File: src/design/lbdc_pkg.sv
// Shared widths, codes and types of the linear band drive controller.
// Used by every module of the block; depends on nothing.
`timescale 1ns / 1ps
`default_nettype none

package lbdc_pkg;

  localparam int XW        = 16;
  localparam int DIFF_W    = XW + 1;
  localparam int PROD_W    = 2 * DIFF_W;
  localparam int DVD_W     = 32;
  localparam int DVS_W     = XW;
  localparam int DIV_STEPS = 4;
  localparam int DIV_STAGES = DVD_W / DIV_STEPS;
  localparam int DES_W     = 34;
  localparam int BAND_W    = 15;
  localparam int GAIN_W    = 16;
  localparam int DRV_W     = 8;
  localparam int DELTA_W   = 36;
  localparam int MUL_W     = GAIN_W + DELTA_W;
  localparam int NUM_W     = MUL_W + 1;
  localparam int FRAC_W    = 8;
  localparam int QT_W      = NUM_W - FRAC_W;

  localparam int CFG_IDX_W  = 3;
  localparam int CFG_DATA_W = 16;

  localparam int DRIVE_MIN = -127;
  localparam int DRIVE_MAX = 127;

  localparam int CFG_RST_POINT_B_X = 1;
  localparam int CFG_RST_GAIN      = 256;

  // Cycles from the accepting edge to the edge that takes the result.
  localparam int LATENCY = 16;

  typedef enum logic [CFG_IDX_W-1:0] {
    CFG_POINT_A_X       = 3'd0,
    CFG_POINT_B_X       = 3'd1,
    CFG_POINT_A_Y       = 3'd2,
    CFG_POINT_B_Y       = 3'd3,
    CFG_BAND_HALF_WIDTH = 3'd4,
    CFG_GAIN            = 3'd5,
    CFG_DEFAULT_DRIVE   = 3'd6
  } cfg_idx_e;

  typedef enum logic [1:0] {
    BAND_INSIDE = 2'd0,
    BAND_ABOVE  = 2'd1,
    BAND_BELOW  = 2'd2
  } band_status_e;

  typedef struct packed {
    logic signed [XW-1:0]     point_a_x;
    logic signed [XW-1:0]     point_b_x;
    logic signed [XW-1:0]     point_a_y;
    logic signed [XW-1:0]     point_b_y;
    logic [BAND_W-1:0]        band_half_width;
    logic signed [GAIN_W-1:0] gain;
    logic signed [DRV_W-1:0]  default_drive;
    logic signed [DIFF_W-1:0] dy;
    logic [DVS_W-1:0]         div_mag;
    logic                     div_neg;
    logic                     degenerate;
  } cfg_t;

  typedef struct packed {
    logic                 q_neg;
    logic signed [XW-1:0] y;
  } div_side_t;

endpackage

`default_nettype wire

File: src/design/lbdc_divider.sv
// Pipelined unsigned restoring divider, four quotient bits per stage,
// carrying side data alongside each item. Depends on lbdc_pkg.
`timescale 1ns / 1ps
`default_nettype none

module lbdc_divider (
  input  logic                          clk_i,
  input  logic                          rst_ni,
  input  logic                          valid_i,
  input  logic [lbdc_pkg::DVD_W-1:0]    dividend_i,
  input  logic [lbdc_pkg::DVS_W-1:0]    divisor_i,
  input  lbdc_pkg::div_side_t           side_i,
  output logic                          valid_o,
  output logic [lbdc_pkg::DVD_W-1:0]    quotient_o,
  output lbdc_pkg::div_side_t           side_o
);

  localparam int NS = lbdc_pkg::DIV_STAGES;
  localparam int RW = lbdc_pkg::DVS_W;
  localparam int AW = lbdc_pkg::DVD_W;

  logic [NS-1:0]       vld_q;
  logic [NS-1:0]       vld_in;
  logic [RW-1:0]       rem_q   [NS];
  logic [AW-1:0]       aq_q    [NS];
  lbdc_pkg::div_side_t side_q  [NS];
  logic [RW-1:0]       rem_in  [NS];
  logic [AW-1:0]       aq_in   [NS];
  lbdc_pkg::div_side_t side_in [NS];
  logic [RW-1:0]       rem_d   [NS];
  logic [AW-1:0]       aq_d    [NS];

  // The dividend shifts out at the top while quotient bits shift in at the
  // bottom; for a nonzero divisor the partial remainder stays below it.
  function automatic logic [RW+AW-1:0] div_steps(input logic [RW-1:0] rem,
                                                 input logic [AW-1:0] aq,
                                                 input logic [RW-1:0] dvs);
    logic [RW:0]   trial;
    logic [RW-1:0] r;
    logic [AW-1:0] a;
    r = rem;
    a = aq;
    for (int i = 0; i < lbdc_pkg::DIV_STEPS; i++) begin
      trial = {r, a[AW-1]};
      a     = {a[AW-2:0], 1'b0};
      if (trial >= {1'b0, dvs}) begin
        trial = trial - {1'b0, dvs};
        a[0]  = 1'b1;
      end
      r = trial[RW-1:0];
    end
    return {r, a};
  endfunction

  always_comb begin
    vld_in     = {vld_q[NS-2:0], valid_i};
    rem_in[0]  = '0;
    aq_in[0]   = dividend_i;
    side_in[0] = side_i;
    for (int s = 1; s < NS; s++) begin
      rem_in[s]  = rem_q[s-1];
      aq_in[s]   = aq_q[s-1];
      side_in[s] = side_q[s-1];
    end
    for (int s = 0; s < NS; s++) begin
      {rem_d[s], aq_d[s]} = div_steps(rem_in[s], aq_in[s], divisor_i);
    end
  end

  always_ff @(posedge clk_i or negedge rst_ni) begin
    if (!rst_ni) begin
      vld_q <= '0;
    end else begin
      vld_q <= vld_in;
    end
  end

  always_ff @(posedge clk_i) begin
    for (int s = 0; s < NS; s++) begin
      if (vld_in[s]) begin
        rem_q[s]  <= rem_d[s];
        aq_q[s]   <= aq_d[s];
        side_q[s] <= side_in[s];
      end
    end
  end

  assign valid_o    = vld_q[NS-1];
  assign quotient_o = aq_q[NS-1];
  assign side_o     = side_q[NS-1];

endmodule

`default_nettype wire

File: config.mk
export PLATFORM = sky130hd
export DESIGN_NAME = lbdc_divider
export DESIGN_NICKNAME = d
export VERILOG_FILES = /design/src/design/lbdc_pkg.sv /design/src/design/lbdc_divider.sv
export SDC_FILE = /design/constraint.sdc
export NUM_CORES = 2
export LEC_CHECK = 0
export BUFFER_PORTS_ARGS = -buffer_cell sky130_fd_sc_hd__buf_2
export CORE_UTILIZATION = 43
export CTS_CLUSTER_DIAMETER = 40
export DETAILED_ROUTE_END_ITERATION = 6
export PLACE_DENSITY = 0.72
export SETUP_SLACK_MARGIN = 0.05
export SYNTH_ARGS = -nofsm -noshare
export SYNTH_HDL_FRONTEND = slang
export SYNTH_SLANG_ARGS = --single-unit
File: constraint.sdc
create_clock -name clk_i -period 10.55 [get_ports clk_i]
set_input_delay 1.055 -clock clk_i [delete_from_list [all_inputs] [get_ports clk_i]]
set_output_delay 1.055 -clock clk_i [all_outputs]
set_load 0.005 [all_outputs]
==> results.md <==
* Synth warn at 0
* Vias at 37065
* CP Launch Type: input pin
* Synthesis-stage register bit count at 512
* 1st-iter DRT viols at 2747
* Clk_lat worst skew at 0.67 ns
* Nets at 5669
* Crit path depth at 45
* Endpoint class of the critical path: flip-flop
* DRC Markers at 0
* Global-route wire length before repair at 198000 um
* Final hold violation count at 0
* Post-CTS Hold Buffers at 0
* Achievable frequency at 99.1 MHz
* Reg-to-Reg Start: rem_q[5][0]$_DFFE_PP_
* Post-synth net total at 4895
* Largest net degree at the start of global routing at 67
* Layer with the highest usage: met2
* Synth async-reset ratio at 1.56%
* Number of synthesized flops with an enable pin at 504
* Crit Path Category: in -> reg
* P&R area growth vs syn at 23.6%
* Met3 Track Usage GR at 3.38%
* Sequential element share of the synthesized area at 35.4%
* Worst-path clk slew at 0.06 ns
* Status: completed
* Avg Vias per Cell at 5.76
* Crit path to: rem_q[6][2]$_DFFE_PP_
* Num CTS Buffers at 85
* Fillers at 8814
* Gpl congestion at 0.975
* WP buf/inv at 8
* WHS at 0.249 ns
* Crit path DAT at 10.51 ns
* Unrepaired setup endpoints after global routing: yes
* Initial antenna violation count at 1
* Die Y at 319 um
* Met1 Usage GRT at 31.1%
* Synthesized area per cell at 10.1 um2
* Family with the most delay on the worst path: compound AO/OA/AOI/OAI gates
* Critical Path RT at 10.96 ns
* Setup slack after layout at 0.457 ns
* Syn Std Cell Area at 43300 um2
* Max clock buf depth at 3
* Port bufs at 117
* Clk_skew at 0.0347 ns
* Min Tclk post-route at 10.09 ns
* Final TNS setup at 0 ns
* Crit-path slowest cell: or4_4
* Reg2Reg Depth at 42
* I/O Pins at 118
* Detailed placement HPWL at 99000 um
* Vias in the first global route at 35957
* Initial Util at 43.3%
* Rel. slew slack at 29.0%
* WL/cell at 19.9 um
* Fin crit share at 95.7%
* Final wirelength at 128000 um
* Hold Path Class: in -> async
* Post-place setup slack at -0.344 ns
* RR Endpoint: rem_q[6][2]$_DFFE_PP_
* Commonest cells after routing, fill and taps aside: buf_4 (617), edfxtp_1 (504), ha_1 (488)
* Clk root buf: clkbuf_16
* Worst-Margin Slew at 1.07 ns
* Die area at 102000 um2
* TritonCTS clock tree: yes
* Core ar. at 100000 um2
* R2r setup slk at 0.74 ns
* Max Cap Violations at 0
* Worst Setup SP: divisor_i[1]
* DR pass1 iterations at 6
* GR Util All Layers at 24.7%
* Die Wd at 319 um
* TritonCTS Sinks at 512
* Mapped Cells at 4299
* Share of post-route cells with drive strength above 1 at 25.8%
* Yosys cell types at 107
* Setup violators final at 0
* Num rows at 116
* Final ANT Viol Nets at 0
* Commonest non-fill, non-tap cell in the layout: buf_4
* CP peak stage delay at 0.55 ns
* Crit path max fanout at 14
* Grt ovf at 0
* Slew Viols, Final at 0
* Met2 usage in global routing at 42.4%
* Synth Flop Type: edfxtp_1
* H-tree depth reported by CTS at 3
routing by layer:
layer	vias to the layer above	routed length (um)
met5	-	13
met4	2	5280
met3	301	7090
met2	1109	61200
met1	17644	54400
li1	18009	-
sequential cells by signal, summed over array words and instances (netlist names):
| register | count |
|---|---|
| aq_q | 256 |
| side_q | 136 |
| rem_q | 112 |
| vld_q | 8 |
worst min-delay path by stage:
stage / endpoint / cells past startpoint
2_1_floorplan: aq_q[0][100]$_DFFE_PP_ / 0
3_3_place_gp: aq_q[0][122]$_DFFE_PP_ / 0
3_5_place_dp: aq_q[0][110]$_DFFE_PP_ / 0
4_1_cts: vld_q[7]$_DFF_PN0_ / 1
5_1_grt: vld_q[0]$_DFF_PN0_ / 1
6_report: vld_q[0]$_DFF_PN0_ / 1
cell families after synthesis:
kind of cell	Yosys count	synth area share, %
multiplexers	320	8.35
flip-flops	512	35.4
XOR/XNOR	324	6.55
AND/OR/NAND/NOR	1117	12.6
buffers and inverters	288	2.69
AO/OA/AOI/OAI	1210	18.6
adder cells (fa/ha/maj)	528	15.8
cell usage after synthesis, types with 20 or more instances:
cell type,number,area share [%]
ha_1,498,14
xor2_1,94,1.9
a211oi_1,45,0.78
nand4_1,69,1.0
nor2b_1,74,1.1
o21ai_0,225,2.6
mux2i_1,62,1.4
o211ai_1,38,0.66
o21a_1,97,1.7
nor4_1,35,0.51
clkbuf_1,31,0.27
o31ai_1,38,0.66
o31a_1,32,0.65
mux2_4,22,0.76
mux2_2,232,6.0
edfxtp_1,504,35
buf_2,20,0.23
xnor2_1,230,4.6
nand2_1,297,2.6
nand3_1,121,1.4
and3_1,33,0.48
or3_1,23,0.33
inv_1,212,1.8
a211o_1,21,0.42
nor3_1,84,0.97
a31oi_1,37,0.53
fa_1,30,1.4
o21bai_1,27,0.47
nor2_1,259,2.2
a21o_1,135,2.3
nand2b_1,43,0.62
a21oi_1,335,3.9
layout make-up:
class                   count  area (um2)  share of cell area (%)
clock inverters            62         621                    1.16
repair buffers            749        5530                    10.3
flip-flops and latches    512       15400                    28.7
multi-input cells        3500       27400                    51.2
well taps                1298        1620                    3.03
diodes                      1        2.50                 0.00467
inverters                 225         865                    1.61
clock buffers              93        2160                    4.03
repair_timing:
action                                  CTS  global route
resized for setup                         0            42
setup buffers                             0             6
endpoints found under the setup margin    0           110
worst register-to-register path: cells and delay by family (launching register included):
kind            cells  cell delay (ns)
compound gates     24             5.29
simple gates        8             1.43
fa+ha+maj           4             1.19
buf+inv             5             0.82
flops               1             0.50
mux                 1             0.36
through the flow:
stage | cell area (um2) | util (%) | cells
4_1_cts | 53400 | 53.4 | 6432
6_report | 53600 | 53.6 | 6440
5_1_grt | 53600 | 53.6 | 6439
2_1_floorplan | 44000 | - | 4299
3_3_place_gp | 50600 | 50.6 | 6277
3_5_place_dp | 50600 | 50.6 | 6277
Power is left out: the tool's default activity adds up to more than one toggle a clock period on the data nets, which glitch-free logic cannot reach.
