$ cat config.mk
export PLATFORM = sky130hd
export DESIGN_NAME = lbdc_cfg_regs
export DESIGN_NICKNAME = d
export VERILOG_FILES = /design/src/design/lbdc_pkg.sv /design/src/design/lbdc_cfg_regs.sv
export SDC_FILE = /design/constraint.sdc
export NUM_CORES = 1
export LEC_CHECK = 0
export BUFFER_PORTS_ARGS = -buffer_cell sky130_fd_sc_hd__buf_2
export CAP_MARGIN = 20
export CORE_MARGIN = 5
export CORE_UTILIZATION = 54
export DETAILED_ROUTE_END_ITERATION = 12
export MAX_ROUTING_LAYER = met4
export PLACE_DENSITY = 0.81
export SYNTH_ARGS = -nofsm -noshare
export SYNTH_HDL_FRONTEND = slang
export SYNTH_SLANG_ARGS = --single-unit
$ cat constraint.sdc
create_clock -name clk_i -period 3.9 [get_ports clk_i]
set_input_delay 0.585 -clock clk_i [delete_from_list [all_inputs] [get_ports clk_i]]
set_output_delay 0.585 -clock clk_i [all_outputs]
set_load 0.005 [all_outputs]
$ cat src/design/lbdc_pkg.sv
// Shared widths, codes and types of the linear band drive controller.
// Used by every module of the block; depends on nothing.
`timescale 1ns / 1ps
`default_nettype none

package lbdc_pkg;

  localparam int XW        = 16;
  localparam int DIFF_W    = XW + 1;
  localparam int PROD_W    = 2 * DIFF_W;
  localparam int DVD_W     = 32;
  localparam int DVS_W     = XW;
  localparam int DIV_STEPS = 4;
  localparam int DIV_STAGES = DVD_W / DIV_STEPS;
  localparam int DES_W     = 34;
  localparam int BAND_W    = 15;
  localparam int GAIN_W    = 16;
  localparam int DRV_W     = 8;
  localparam int DELTA_W   = 36;
  localparam int MUL_W     = GAIN_W + DELTA_W;
  localparam int NUM_W     = MUL_W + 1;
  localparam int FRAC_W    = 8;
  localparam int QT_W      = NUM_W - FRAC_W;

  localparam int CFG_IDX_W  = 3;
  localparam int CFG_DATA_W = 16;

  localparam int DRIVE_MIN = -127;
  localparam int DRIVE_MAX = 127;

  localparam int CFG_RST_POINT_B_X = 1;
  localparam int CFG_RST_GAIN      = 256;

  // Cycles from the accepting edge to the edge that takes the result.
  localparam int LATENCY = 16;

  typedef enum logic [CFG_IDX_W-1:0] {
    CFG_POINT_A_X       = 3'd0,
    CFG_POINT_B_X       = 3'd1,
    CFG_POINT_A_Y       = 3'd2,
    CFG_POINT_B_Y       = 3'd3,
    CFG_BAND_HALF_WIDTH = 3'd4,
    CFG_GAIN            = 3'd5,
    CFG_DEFAULT_DRIVE   = 3'd6
  } cfg_idx_e;

  typedef enum logic [1:0] {
    BAND_INSIDE = 2'd0,
    BAND_ABOVE  = 2'd1,
    BAND_BELOW  = 2'd2
  } band_status_e;

  typedef struct packed {
    logic signed [XW-1:0]     point_a_x;
    logic signed [XW-1:0]     point_b_x;
    logic signed [XW-1:0]     point_a_y;
    logic signed [XW-1:0]     point_b_y;
    logic [BAND_W-1:0]        band_half_width;
    logic signed [GAIN_W-1:0] gain;
    logic signed [DRV_W-1:0]  default_drive;
    logic signed [DIFF_W-1:0] dy;
    logic [DVS_W-1:0]         div_mag;
    logic                     div_neg;
    logic                     degenerate;
  } cfg_t;

  typedef struct packed {
    logic                 q_neg;
    logic signed [XW-1:0] y;
  } div_side_t;

endpackage

`default_nettype wire

$ cat src/design/lbdc_cfg_regs.sv
// Configuration registers of the linear band drive controller, plus the
// line terms derived from them. Depends on lbdc_pkg.
`timescale 1ns / 1ps
`default_nettype none

module lbdc_cfg_regs (
  input  logic                                clk_i,
  input  logic                                rst_ni,
  input  logic                                we_i,
  input  logic [lbdc_pkg::CFG_IDX_W-1:0]      idx_i,
  input  logic [lbdc_pkg::CFG_DATA_W-1:0]     wdata_i,
  output lbdc_pkg::cfg_t                      cfg_o
);

  lbdc_pkg::cfg_t cfg_q;
  logic signed [lbdc_pkg::DIFF_W-1:0] dx_pts;
  logic signed [lbdc_pkg::DIFF_W-1:0] dy_pts;
  logic [lbdc_pkg::DIFF_W-1:0]        dx_abs;

  assign dx_pts = lbdc_pkg::DIFF_W'($signed(cfg_q.point_b_x))
                - lbdc_pkg::DIFF_W'($signed(cfg_q.point_a_x));
  assign dy_pts = lbdc_pkg::DIFF_W'($signed(cfg_q.point_b_y))
                - lbdc_pkg::DIFF_W'($signed(cfg_q.point_a_y));
  assign dx_abs = dx_pts[lbdc_pkg::DIFF_W-1] ? lbdc_pkg::DIFF_W'(-dx_pts)
                                             : lbdc_pkg::DIFF_W'(dx_pts);

  // The derived terms follow the raw registers in the next cycle; they are
  // first used in the cycle after an item is accepted.
  always_ff @(posedge clk_i or negedge rst_ni) begin
    if (!rst_ni) begin
      cfg_q.point_a_x       <= '0;
      cfg_q.point_b_x       <= lbdc_pkg::XW'(lbdc_pkg::CFG_RST_POINT_B_X);
      cfg_q.point_a_y       <= '0;
      cfg_q.point_b_y       <= '0;
      cfg_q.band_half_width <= '0;
      cfg_q.gain            <= lbdc_pkg::GAIN_W'(lbdc_pkg::CFG_RST_GAIN);
      cfg_q.default_drive   <= '0;
      cfg_q.dy              <= '0;
      cfg_q.div_mag         <= lbdc_pkg::DVS_W'(lbdc_pkg::CFG_RST_POINT_B_X);
      cfg_q.div_neg         <= 1'b0;
      cfg_q.degenerate      <= 1'b0;
    end else begin
      if (we_i) begin
        unique case (lbdc_pkg::cfg_idx_e'(idx_i))
          lbdc_pkg::CFG_POINT_A_X:       cfg_q.point_a_x <= wdata_i;
          lbdc_pkg::CFG_POINT_B_X:       cfg_q.point_b_x <= wdata_i;
          lbdc_pkg::CFG_POINT_A_Y:       cfg_q.point_a_y <= wdata_i;
          lbdc_pkg::CFG_POINT_B_Y:       cfg_q.point_b_y <= wdata_i;
          lbdc_pkg::CFG_BAND_HALF_WIDTH: begin
            cfg_q.band_half_width <= wdata_i[lbdc_pkg::BAND_W-1:0];
          end
          lbdc_pkg::CFG_GAIN:            cfg_q.gain <= wdata_i;
          lbdc_pkg::CFG_DEFAULT_DRIVE:   begin
            cfg_q.default_drive <= wdata_i[lbdc_pkg::DRV_W-1:0];
          end
          default: ;
        endcase
      end
      cfg_q.dy         <= dy_pts;
      cfg_q.div_mag    <= dx_abs[lbdc_pkg::DVS_W-1:0];
      cfg_q.div_neg    <= dx_pts[lbdc_pkg::DIFF_W-1];
      cfg_q.degenerate <= (dx_pts == '0);
    end
  end

  assign cfg_o = cfg_q;

endmodule

`default_nettype wire

==> reports/metrics.cfg <==
[layout]
n_antenna_cell = 0
regArea_sq_um = 3460
multi_input_area_sq_um = 2810
largest_reg_flops = 138
drive_above_1_share = 0.382
filler_cell_count = 895
finalNetCount = 783
area_delta_synth_final_pct = 23.4

[clocking]
cts.sinks = 138
cts_tree = done
cts_resized = 0
clk_path_buf_depth = 2
clkLatencyLatePin_ns = 0.41
cts_buffers = 17
cts_root_buf = clkbuf_16
postCtsSetupBuffers = 0
htreeDepth = 4
clkTransAtPathRegs_ns = 0.06
hold_buffers = 0

[global_routing]
grt_pass1_wl_microns = 26000
grt_remaining_overflow = 0
first_global_vias = 5127
antenna_found_initial = 0
grt_max_degree = 85
grt_usage = 0.236

[timing]
final.min_clock_period_ns = 3.55
max_freq_ghz = 0.282
setup_viol = 0
worstMarginPinSlew_ns = 1.00
drv_slew = 0
rsz0062_at_grt = no
tns_ns = 0
period_share = 0.909
max_slew_margin = 0.327
finClkSkew_ns = 0.00646
hold_viol_final = 0

[floorplanning]
rows = 40
ioPinCount = 160
fp.dieW_microns = 120
core_area_sq_um = 11900
die_h_microns = 120
initial_utilization = 0.546
die_area_sq_um = 14300

[synth]
yosysMostFrequentCell = dfrtp_1
syn-instance-count = 559
synth_top_area_frac = 0.522
seq_area_frac_synth = 0.534
synth_fp_nets = 616
async_reset_ff_frac = 1.00
synth_top_area_cell = dfrtp_1
avgSynthCellArea_sq_um = 11.6
synth_area_leaders = dfrtp_1 (52%), mux2_2 (12%), ha_1 (6.4%), xnor2_1 (3.7%), o21ai_0 (3.6%)
ys_types = 49
synth_top_flop_cell = dfrtp_1
syn_area_sq_um = 6470
synth-seq-cells = 138
synth_edf_count = 0
synth_warnings = 0
synth_commonest_cells = dfrtp_1 (135), mux2_2 (71), nand2_1 (47)

[pwr]
powerDensity_nw_per_um2 = 724
pwr-share-clk = 0.246
totalPowerFinal_w = 0.00579
swShare = 0.340
vdd_drop_max_v = 0.000286
seqPwrFrac = 0.359
combPwrFrac = 0.394
switching_power_w = 0.00197
p_leak_nw = 3.91
p_int_w = 0.00382

[worst_setup_path]
start_kind = flip-flop
critPathKind = flip-flop to flip-flop
cp_slowest_cell = nor4_1
worstPathRequired_ns = 4.18
cp_max_fo = 4
critPathCaptureType = flip-flop
critPathArrivalTime_ns = 3.83
critPathMaxStageDelay_ns = 0.65
crit_chain = inv_1 -> ha_1 -> fa_1 -> nand2b_1 -> a21oi_1 -> a211oi_1 -> xnor2_1 -> or4_4 -> nor4_1 -> a21oi_1 -> xor2_1
cp_common_cell = a21oi_1

[place]
portBuffers = 159
hpwl_microns = 11700
gp_congestion = 0.858

[drt]
wire_per_inst_microns = 17.6
drt_wl_total_microns = 15500
routed_via_density = 5.53
drt_pass1_iterations = 4
vias = 4875
drc = 0
drt_iter0_drc = 308
ant_nets = 0

[outcome]
status = completed

[hold_path]
min_path_type = primary input to async pin

[flow_run]
maxCapViolations = 0

[power groups by stage]
stage / clock [W] / combinational (W) / sequential (W)
after floorplan: 0 / 0.00142 / 0.00212
final: 0.00143 / 0.00228 / 0.00208
after detailed placement: 0 / 0.00227 / 0.00210
after global placement: 0 / 0.00218 / 0.00207
after global routing: 0.00153 / 0.00253 / 0.00212
after CTS: 0.00146 / 0.00229 / 0.00208
[cell families (layout without fill, tap and decap cells)]
logic type / Yosys count / after routing / share of synthesized area
flops: 138 / 138 / 0.534
compound gates: 111 / 111 / 0.107
simple gates: 105 / 105 / 0.0783
mux: 71 / 71 / 0.123
buf+inv: 61 / 237 / 0.0356
xor+xnor: 38 / 38 / 0.0514
fa+ha+maj: 35 / 35 / 0.0700
[area by class of cell]
type                    count  share of cell area
multi-input cells         360               0.351
well taps                 147              0.0230
repair buffers            166               0.107
flip-flops and latches    138               0.433
inverters                  43              0.0202
clock buffers              25              0.0633
clock inverters             3             0.00188
[layer usage]
metal,global-route usage,wire (microns),vias to the layer above
met2,0.386,7830,172
met3,0.0518,778,41
met4,0.107,519,0
met5,-,0,-
met1,0.282,6400,2389
li1,-,-,2273
[critical path: cells and delay by family, from the launching register on]
family | cells | cell delay, ns
AND/OR/NAND/NOR | 3 | 1.40
buffers and inverters | 1 | 0.05
XOR/XNOR | 2 | 0.34
AO/OA/AOI/OAI | 3 | 0.46
flip-flops | 1 | 0.52
adder cells (fa/ha/maj) | 2 | 0.65
[path summary, 6_finish.rpt]
check                            start  slack (ns)  cells past startpoint    endpoint
setup / recovery            cfg_o[106]        0.35                     11   cfg_o[16]
hold / removal                  rst_ni        0.21                      1   cfg_o[20]
setup reg to reg            cfg_o[106]        0.35                     11   cfg_o[16]
hold reg to reg              cfg_o[67]        0.50                      1   cfg_o[67]
max in group asynchronous       rst_ni        2.81                      2   cfg_o[70]
min in group clk_i         wdata_i[13]        0.46                      3  cfg_o[103]
[layout by cell type (no fill, tap or decap), types with 7 or more instances in the layout]
master and instances:
buf_2 158, dfrtp_1 135, mux2_2 71, nand2_1 47, o21ai_0 46, inv_1 43, ha_1 33, xnor2_1 27
a21oi_1 23, nor2_1 19, clkbuf_16 17, xor2_1 11, nand2b_1 7
[through the flow]
step / std cells / hold slack, ns / utilization / setup WS [ns] / cell area, sq um
after floorplan: 559 / 0.289 / - / 0.624 / 6470
after global placement: 853 / 0.482 / 0.629 / 0.517 / 7460
after detailed placement: 853 / 0.490 / 0.629 / 0.411 / 7460
after CTS: 881 / 0.240 / 0.673 / 0.365 / 7980
after global routing: 882 / 0.272 / 0.674 / 0.101 / 7990
final: 882 / 0.212 / 0.674 / 0.354 / 7990
Power figures use the tool's default switching activity.
