### config.mk
export PLATFORM = sky130hd
export DESIGN_NAME = lbdc_drive
export DESIGN_NICKNAME = d
export VERILOG_FILES = /design/src/design/lbdc_pkg.sv /design/src/design/lbdc_drive.sv
export SDC_FILE = /design/constraint.sdc
export NUM_CORES = 2
export LEC_CHECK = 0
export ABC_AREA = 1
export BUFFER_PORTS_ARGS = -buffer_cell sky130_fd_sc_hd__buf_2
export CAP_MARGIN = 10
export CORE_MARGIN = 10
export CORE_UTILIZATION = 65
export CTS_CLUSTER_DIAMETER = 80
export DETAILED_ROUTE_END_ITERATION = 16
export MAX_ROUTING_LAYER = met4
export PLACE_DENSITY = 0.88
export SLEW_MARGIN = 20
export SYNTH_ARGS = -nofsm -noshare
export SYNTH_HDL_FRONTEND = slang
export SYNTH_SLANG_ARGS = --single-unit
### constraint.sdc
create_clock -name clk_i -period 6.8 [get_ports clk_i]
set_clock_uncertainty 0.2 [all_clocks]
set_input_delay 0 -clock clk_i [delete_from_list [all_inputs] [get_ports clk_i]]
set_output_delay 0 -clock clk_i [all_outputs]
set_load 0.01 [all_outputs]
### src/design/lbdc_pkg.sv
// Shared widths, codes and types of the linear band drive controller.
// Used by every module of the block; depends on nothing.
`timescale 1ns / 1ps
`default_nettype none

package lbdc_pkg;

  localparam int XW        = 16;
  localparam int DIFF_W    = XW + 1;
  localparam int PROD_W    = 2 * DIFF_W;
  localparam int DVD_W     = 32;
  localparam int DVS_W     = XW;
  localparam int DIV_STEPS = 4;
  localparam int DIV_STAGES = DVD_W / DIV_STEPS;
  localparam int DES_W     = 34;
  localparam int BAND_W    = 15;
  localparam int GAIN_W    = 16;
  localparam int DRV_W     = 8;
  localparam int DELTA_W   = 36;
  localparam int MUL_W     = GAIN_W + DELTA_W;
  localparam int NUM_W     = MUL_W + 1;
  localparam int FRAC_W    = 8;
  localparam int QT_W      = NUM_W - FRAC_W;

  localparam int CFG_IDX_W  = 3;
  localparam int CFG_DATA_W = 16;

  localparam int DRIVE_MIN = -127;
  localparam int DRIVE_MAX = 127;

  localparam int CFG_RST_POINT_B_X = 1;
  localparam int CFG_RST_GAIN      = 256;

  // Cycles from the accepting edge to the edge that takes the result.
  localparam int LATENCY = 16;

  typedef enum logic [CFG_IDX_W-1:0] {
    CFG_POINT_A_X       = 3'd0,
    CFG_POINT_B_X       = 3'd1,
    CFG_POINT_A_Y       = 3'd2,
    CFG_POINT_B_Y       = 3'd3,
    CFG_BAND_HALF_WIDTH = 3'd4,
    CFG_GAIN            = 3'd5,
    CFG_DEFAULT_DRIVE   = 3'd6
  } cfg_idx_e;

  typedef enum logic [1:0] {
    BAND_INSIDE = 2'd0,
    BAND_ABOVE  = 2'd1,
    BAND_BELOW  = 2'd2
  } band_status_e;

  typedef struct packed {
    logic signed [XW-1:0]     point_a_x;
    logic signed [XW-1:0]     point_b_x;
    logic signed [XW-1:0]     point_a_y;
    logic signed [XW-1:0]     point_b_y;
    logic [BAND_W-1:0]        band_half_width;
    logic signed [GAIN_W-1:0] gain;
    logic signed [DRV_W-1:0]  default_drive;
    logic signed [DIFF_W-1:0] dy;
    logic [DVS_W-1:0]         div_mag;
    logic                     div_neg;
    logic                     degenerate;
  } cfg_t;

  typedef struct packed {
    logic                 q_neg;
    logic signed [XW-1:0] y;
  } div_side_t;

endpackage

`default_nettype wire

### src/design/lbdc_drive.sv
// Back end of the linear band drive controller: desired value, band test,
// gain multiply, truncation and clamp, output registers. Depends on lbdc_pkg.
`timescale 1ns / 1ps
`default_nettype none

module lbdc_drive (
  input  logic                               clk_i,
  input  logic                               rst_ni,
  input  logic                               valid_i,
  input  logic [lbdc_pkg::DVD_W-1:0]         quot_i,
  input  lbdc_pkg::div_side_t                side_i,
  input  lbdc_pkg::cfg_t                     cfg_i,
  output logic                               done_o,
  output logic signed [lbdc_pkg::DRV_W-1:0]  drive_o,
  output logic [1:0]                         band_status_o,
  output logic                               degen_o
);

  localparam int DW  = lbdc_pkg::DES_W;
  localparam int TW  = lbdc_pkg::DELTA_W;
  localparam int MW  = lbdc_pkg::MUL_W;
  localparam int NW  = lbdc_pkg::NUM_W;
  localparam int QW  = lbdc_pkg::QT_W;
  localparam int FW  = lbdc_pkg::FRAC_W;

  // Stage E: desired y on the reference line.
  logic                           ve_q;
  logic signed [DW-1:0]           des_e_q;
  logic signed [lbdc_pkg::XW-1:0] sy_e_q;
  logic signed [DW-1:0]           q_signed;
  logic signed [DW-1:0]           ya_ext;
  logic signed [DW-1:0]           des_e_d;

  assign q_signed = side_i.q_neg ? -$signed({2'b00, quot_i}) : $signed({2'b00, quot_i});
  assign ya_ext   = DW'($signed(cfg_i.point_a_y));
  assign des_e_d  = cfg_i.degenerate ? ya_ext : ya_ext + q_signed;

  // Stage F: band test. The signed deviation past the near band edge is kept
  // so that one multiply serves both sides of the band.
  logic                          vf_q;
  logic signed [TW-1:0]          delta_f_q;
  lbdc_pkg::band_status_e        st_f_q;
  logic signed [TW-1:0]          des_x;
  logic signed [TW-1:0]          y_x;
  logic signed [TW-1:0]          band_x;
  logic signed [TW-1:0]          d_hi;
  logic signed [TW-1:0]          d_lo;
  logic                          above;
  logic                          below;
  logic signed [TW-1:0]          delta_f_d;
  lbdc_pkg::band_status_e        st_f_d;

  assign des_x  = TW'(des_e_q);
  assign y_x    = TW'(sy_e_q);
  assign band_x = $signed(TW'(cfg_i.band_half_width));
  assign d_hi   = des_x + band_x - y_x;
  assign d_lo   = des_x - band_x - y_x;
  assign above  = d_hi[TW-1];
  assign below  = !d_lo[TW-1] && (d_lo != '0);

  always_comb begin
    delta_f_d = '0;
    st_f_d    = lbdc_pkg::BAND_INSIDE;
    if (above) begin
      delta_f_d = d_hi;
      st_f_d    = lbdc_pkg::BAND_ABOVE;
    end else if (below) begin
      delta_f_d = d_lo;
      st_f_d    = lbdc_pkg::BAND_BELOW;
    end
  end

  // Stage G: gain times deviation.
  logic                   vg_q;
  logic signed [MW-1:0]   mul_g_q;
  lbdc_pkg::band_status_e st_g_q;
  logic signed [MW-1:0]   mul_g_d;

  assign mul_g_d = $signed(cfg_i.gain) * delta_f_q;

  // Stage H: add the default drive in Q8.8.
  logic                   vh_q;
  logic signed [NW-1:0]   num_h_q;
  lbdc_pkg::band_status_e st_h_q;
  logic signed [NW-1:0]   num_h_d;

  assign num_h_d = (NW'($signed(cfg_i.default_drive)) <<< FW) + NW'(mul_g_q);

  // Output stage: drop the fraction toward zero, then clamp.
  logic [NW-1:0]          num_adj;
  logic signed [QW-1:0]   quo;
  logic signed [QW-1:0]   sat;
  logic                   done_q;
  logic signed [lbdc_pkg::DRV_W-1:0] drive_q;
  lbdc_pkg::band_status_e st_q;
  logic                   degen_q;

  assign num_adj = NW'(num_h_q) + (num_h_q[NW-1] ? NW'((2 ** FW) - 1) : NW'(0));
  assign quo     = $signed(num_adj[NW-1:FW]);

  always_comb begin
    sat = quo;
    if (quo < QW'(lbdc_pkg::DRIVE_MIN)) begin
      sat = QW'(lbdc_pkg::DRIVE_MIN);
    end
    if (quo > QW'(lbdc_pkg::DRIVE_MAX)) begin
      sat = QW'(lbdc_pkg::DRIVE_MAX);
    end
  end

  always_ff @(posedge clk_i or negedge rst_ni) begin
    if (!rst_ni) begin
      ve_q   <= 1'b0;
      vf_q   <= 1'b0;
      vg_q   <= 1'b0;
      vh_q   <= 1'b0;
      done_q <= 1'b0;
    end else begin
      ve_q   <= valid_i;
      vf_q   <= ve_q;
      vg_q   <= vf_q;
      vh_q   <= vg_q;
      done_q <= vh_q;
    end
  end

  always_ff @(posedge clk_i) begin
    if (valid_i) begin
      des_e_q <= des_e_d;
      sy_e_q  <= side_i.y;
    end
    if (ve_q) begin
      delta_f_q <= delta_f_d;
      st_f_q    <= st_f_d;
    end
    if (vf_q) begin
      mul_g_q <= mul_g_d;
      st_g_q  <= st_f_q;
    end
    if (vg_q) begin
      num_h_q <= num_h_d;
      st_h_q  <= st_g_q;
    end
    if (vh_q) begin
      drive_q <= sat[lbdc_pkg::DRV_W-1:0];
      st_q    <= st_h_q;
      degen_q <= cfg_i.degenerate;
    end
  end

  assign done_o        = done_q;
  assign drive_o       = drive_q;
  assign band_status_o = st_q;
  assign degen_o       = degen_q;

endmodule

`default_nettype wire

==> flow_summary_export.csv <==
group,metric,value,unit
status,outcome,"completed",
synthesis,yosys_warnings,0,
finish,drive_gt1_frac,0.0627,
floorplan,die_w,275,um
placed_design,port_buffers,119,
worst_setup_path,critPathLaunchType,"flop",
global_route,use_met2,0.572,
finish,area_growth_syn_to_layout,9.73,%
synthesis,synth.distinct_cells,54,
worst_setup_path,crit_arrival,6.73,ns
synthesis,ys_ff_latch,213,
placed_design,dpl_cell_area,0.0444,mm2
clocking,root_buffer,"clkbuf_16",
worst_setup_path,end_kind,"flop",
global_route,overflow,0,
drt,avgRoutedWirePerCell,18.6,um
drt,drtIter0Drc,3974,
synthesis,synth_edf_count,208,
timing,hold_violations,0,
synthesis,synth_area,0.0424,mm2
placed_design,dpl_worst_slack,0.0888,ns
clocking,cts.clk_slew.worst_paths,0.06,ns
timing,worstMarginPinSlew,1.07,ns
synthesis,ys_seq_area_frac,0.150,
clocking,clock_latency,0.58,ns
worst_setup_path,cp_max_fo,6,
global_route,use_met3,0.0495,
synthesis,synth_nets,6903,
clocking,cts.path.max_buffers,3,
clocking,cts_buffers,26,
timing,tns,0,ns
placed_design,hpwlAfterDp,102000,um
timing,setup_viol,0,
drt,totalWireLength,129000,um
floorplan,io_pins,202,
floorplan,num_rows,93,
timing,fmax,151,MHz
job,max_cap_viol_count,0,
synthesis,syn_avg_cell_area,7.28,um2
drt,drc,0,
clocking,cts.sinks,213,
global_route,grt_pass1_wl,203000,um
global_route,antenna_found_initial,11,
floorplan,core_area,0.0645,mm2
worst_setup_path,r2r_cells,22,
timing,min_period,6.62,ns
synthesis,syn_inst,5821,
worst_hold_path,hp-class,"in -> reg",
worst_setup_path,crit_type,"reg -> reg",
global_route,track_usage,0.348,
finish,design_area,0.0465,mm2
drt,drt_first_pass_iters,9,
clocking,cts-htree-levels,1,
synthesis,synthFlopType,"edfxtp_1",
worst_hold_path,min_path_cells,5,
worst_setup_path,cp.required,6.91,ns
drt,drtAntennaViolNets,0,
finish,final_nets,7124,
floorplan,die_h,275,um
synthesis,ys_async_sr_fraction,0.0235,
timing,drv_slew,0,
timing,fin_crit_sh,0.973,
global_route,met1_usage,0.419,
global_route,grt_pass1_vias,39400,
global_route,busiest_layer,"met2",
timing,setup_slack,0.181,ns
timing,max_slew_margin,0.281,
placed_design,gp_congestion,1.00,
floorplan,start_util,0.657,
drt,vias_per_cell,5.67,
floorplan,die_area,0.0758,mm2
global_route,grt_max_degree,53,
drt,vias,39300,
clocking,cts_tree,"yes",
-- routing by layer --
layer  up-vias  wire length (um)
met5         -                 0
met4         0              7890
met3       653             11200
met2      2207             61800
met1     18400             48200
li1      18000                 -
-- final cells by class --
class	instances	area, um2
Clock buffer	27	654
Clock inverter	19	164
Fill cell	5001	18000
Inverter	1480	5560
Timing Repair Buffer	344	2790
Antenna cell	11	27.5
Sequential cell	213	6370
Tap cell	855	1070
Multi-Input combinational cell	3977	29900
-- placed cells by master (no fill, tap or decap), types with 6 or more instances in the layout --
cell type	n
nand2_1	1549
inv_1	1469
fa_1	573
nor2_1	387
ha_1	318
a21oi_1	244
edfxtp_1	208
nand3_1	185
o21ai_0	136
buf_2	118
buf_4	112
xor2_1	109
dlygate4sd3_1	91
nand4_1	84
xnor2_1	65
a31oi_1	54
nor3_1	52
a21o_1	26
clkbuf_16	26
buf_12	22
nand3b_1	20
or2_2	19
nand2_2	18
o21bai_1	17
nor4_1	17
nor2_2	12
diode_2	11
o21a_1	9
o21ai_1	9
clkinv_1	8
a21boi_0	8
o211ai_1	7
nor3_2	7
inv_2	7
nand3_2	6
and2_1	6
-- final timing paths --
check | from | to | slack (ns)
setup / recovery | delta_f_q[17] | mul_g_q[49] | 0.18
hold / removal | quot_i[19] | des_e_q[19] | 0.02
setup reg to reg | delta_f_q[17] | mul_g_q[49] | 0.18
hold reg to reg | st_h_q[0] | band_status_o[0] | 0.22
max in group asynchronous | rst_ni | vg_q | 6.04
min in group asynchronous | rst_ni | ve_q | 0.15
-- critical path, stage by stage (launching register included) --
cell	delay (ns)
edfxtp_1	0.54
buf_4	0.24
buf_4	0.14
nor2_1	0.15
fa_1	0.44
fa_1	0.52
fa_1	0.53
fa_1	0.55
fa_1	0.54
inv_1	0.06
fa_1	0.53
inv_1	0.04
ha_1	0.39
nand2_1	0.10
nor2_1	0.20
inv_1	0.12
nor4_1	0.26
buf_4	0.17
nand4_1	0.12
nand3_1	0.22
nand2_1	0.08
o2111ai_1	0.10
xor2_1	0.10
-- cells in the mapped netlist, types with 7 or more instances --
master	instances	area share
nand2_1	1549	0.14
inv_1	1469	0.13
fa_1	574	0.27
nor2_1	387	0.034
ha_1	318	0.094
a21oi_1	246	0.029
edfxtp_1	208	0.15
nand3_1	185	0.022
clkbuf_1	140	0.012
o21ai_0	138	0.016
xor2_1	109	0.023
nand4_1	84	0.012
xnor2_1	65	0.013
a31oi_1	54	0.0080
nor3_1	52	0.0061
a21o_1	26	0.0046
nand3b_1	20	0.0035
or2_2	19	0.0028
nand2_2	18	0.0027
nor4_1	17	0.0025
o21bai_1	17	0.0030
nor2_2	12	0.0018
a21boi_0	9	0.0016
o21a_1	9	0.0016
inv_2	7	0.00062
nor3_2	7	0.0017
o211ai_1	7	0.0012
o21ai_1	7	0.00083
-- per-stage QoR --
step                 util  std cells  hold WS [ns]
global route        0.721       6926        0.0721
CTS                 0.716       6885       0.00591
floorplan               -       5821        -0.496
detailed placement  0.689       6748        -0.381
finish              0.721       6926        0.0190
global placement    0.689       6748        -0.383
-- kinds of logic after synthesis --
logic type	synth area share
fa+ha+maj	0.365
buf+inv	0.145
simple gates	0.232
compound gates	0.0711
xor+xnor	0.0360
flops	0.150
-- sequential cells by signal, summed over array words and instances, names as in the netlist, 2 cells and up --
signal	flops
st_h_q	2
band_status_o	2
delta_f_q	36
mul_g_q	52
st_g_q	2
sy_e_q	16
st_f_q	2
num_h_q	53
drive_o	8
des_e_q	34
-- what timing repair did --
action / 4_1_cts / 5_1_grt
endpoints found under the setup margin: 0 / 24
hold buffers: 91 / 0
gates resized for setup: 0 / 7
buffers inserted: 0 / 30
hold endpoints to repair: 71 / 0
Power is not shown: default switching activity piles up to over one toggle a cycle in this logic, so the estimate is an artifact.
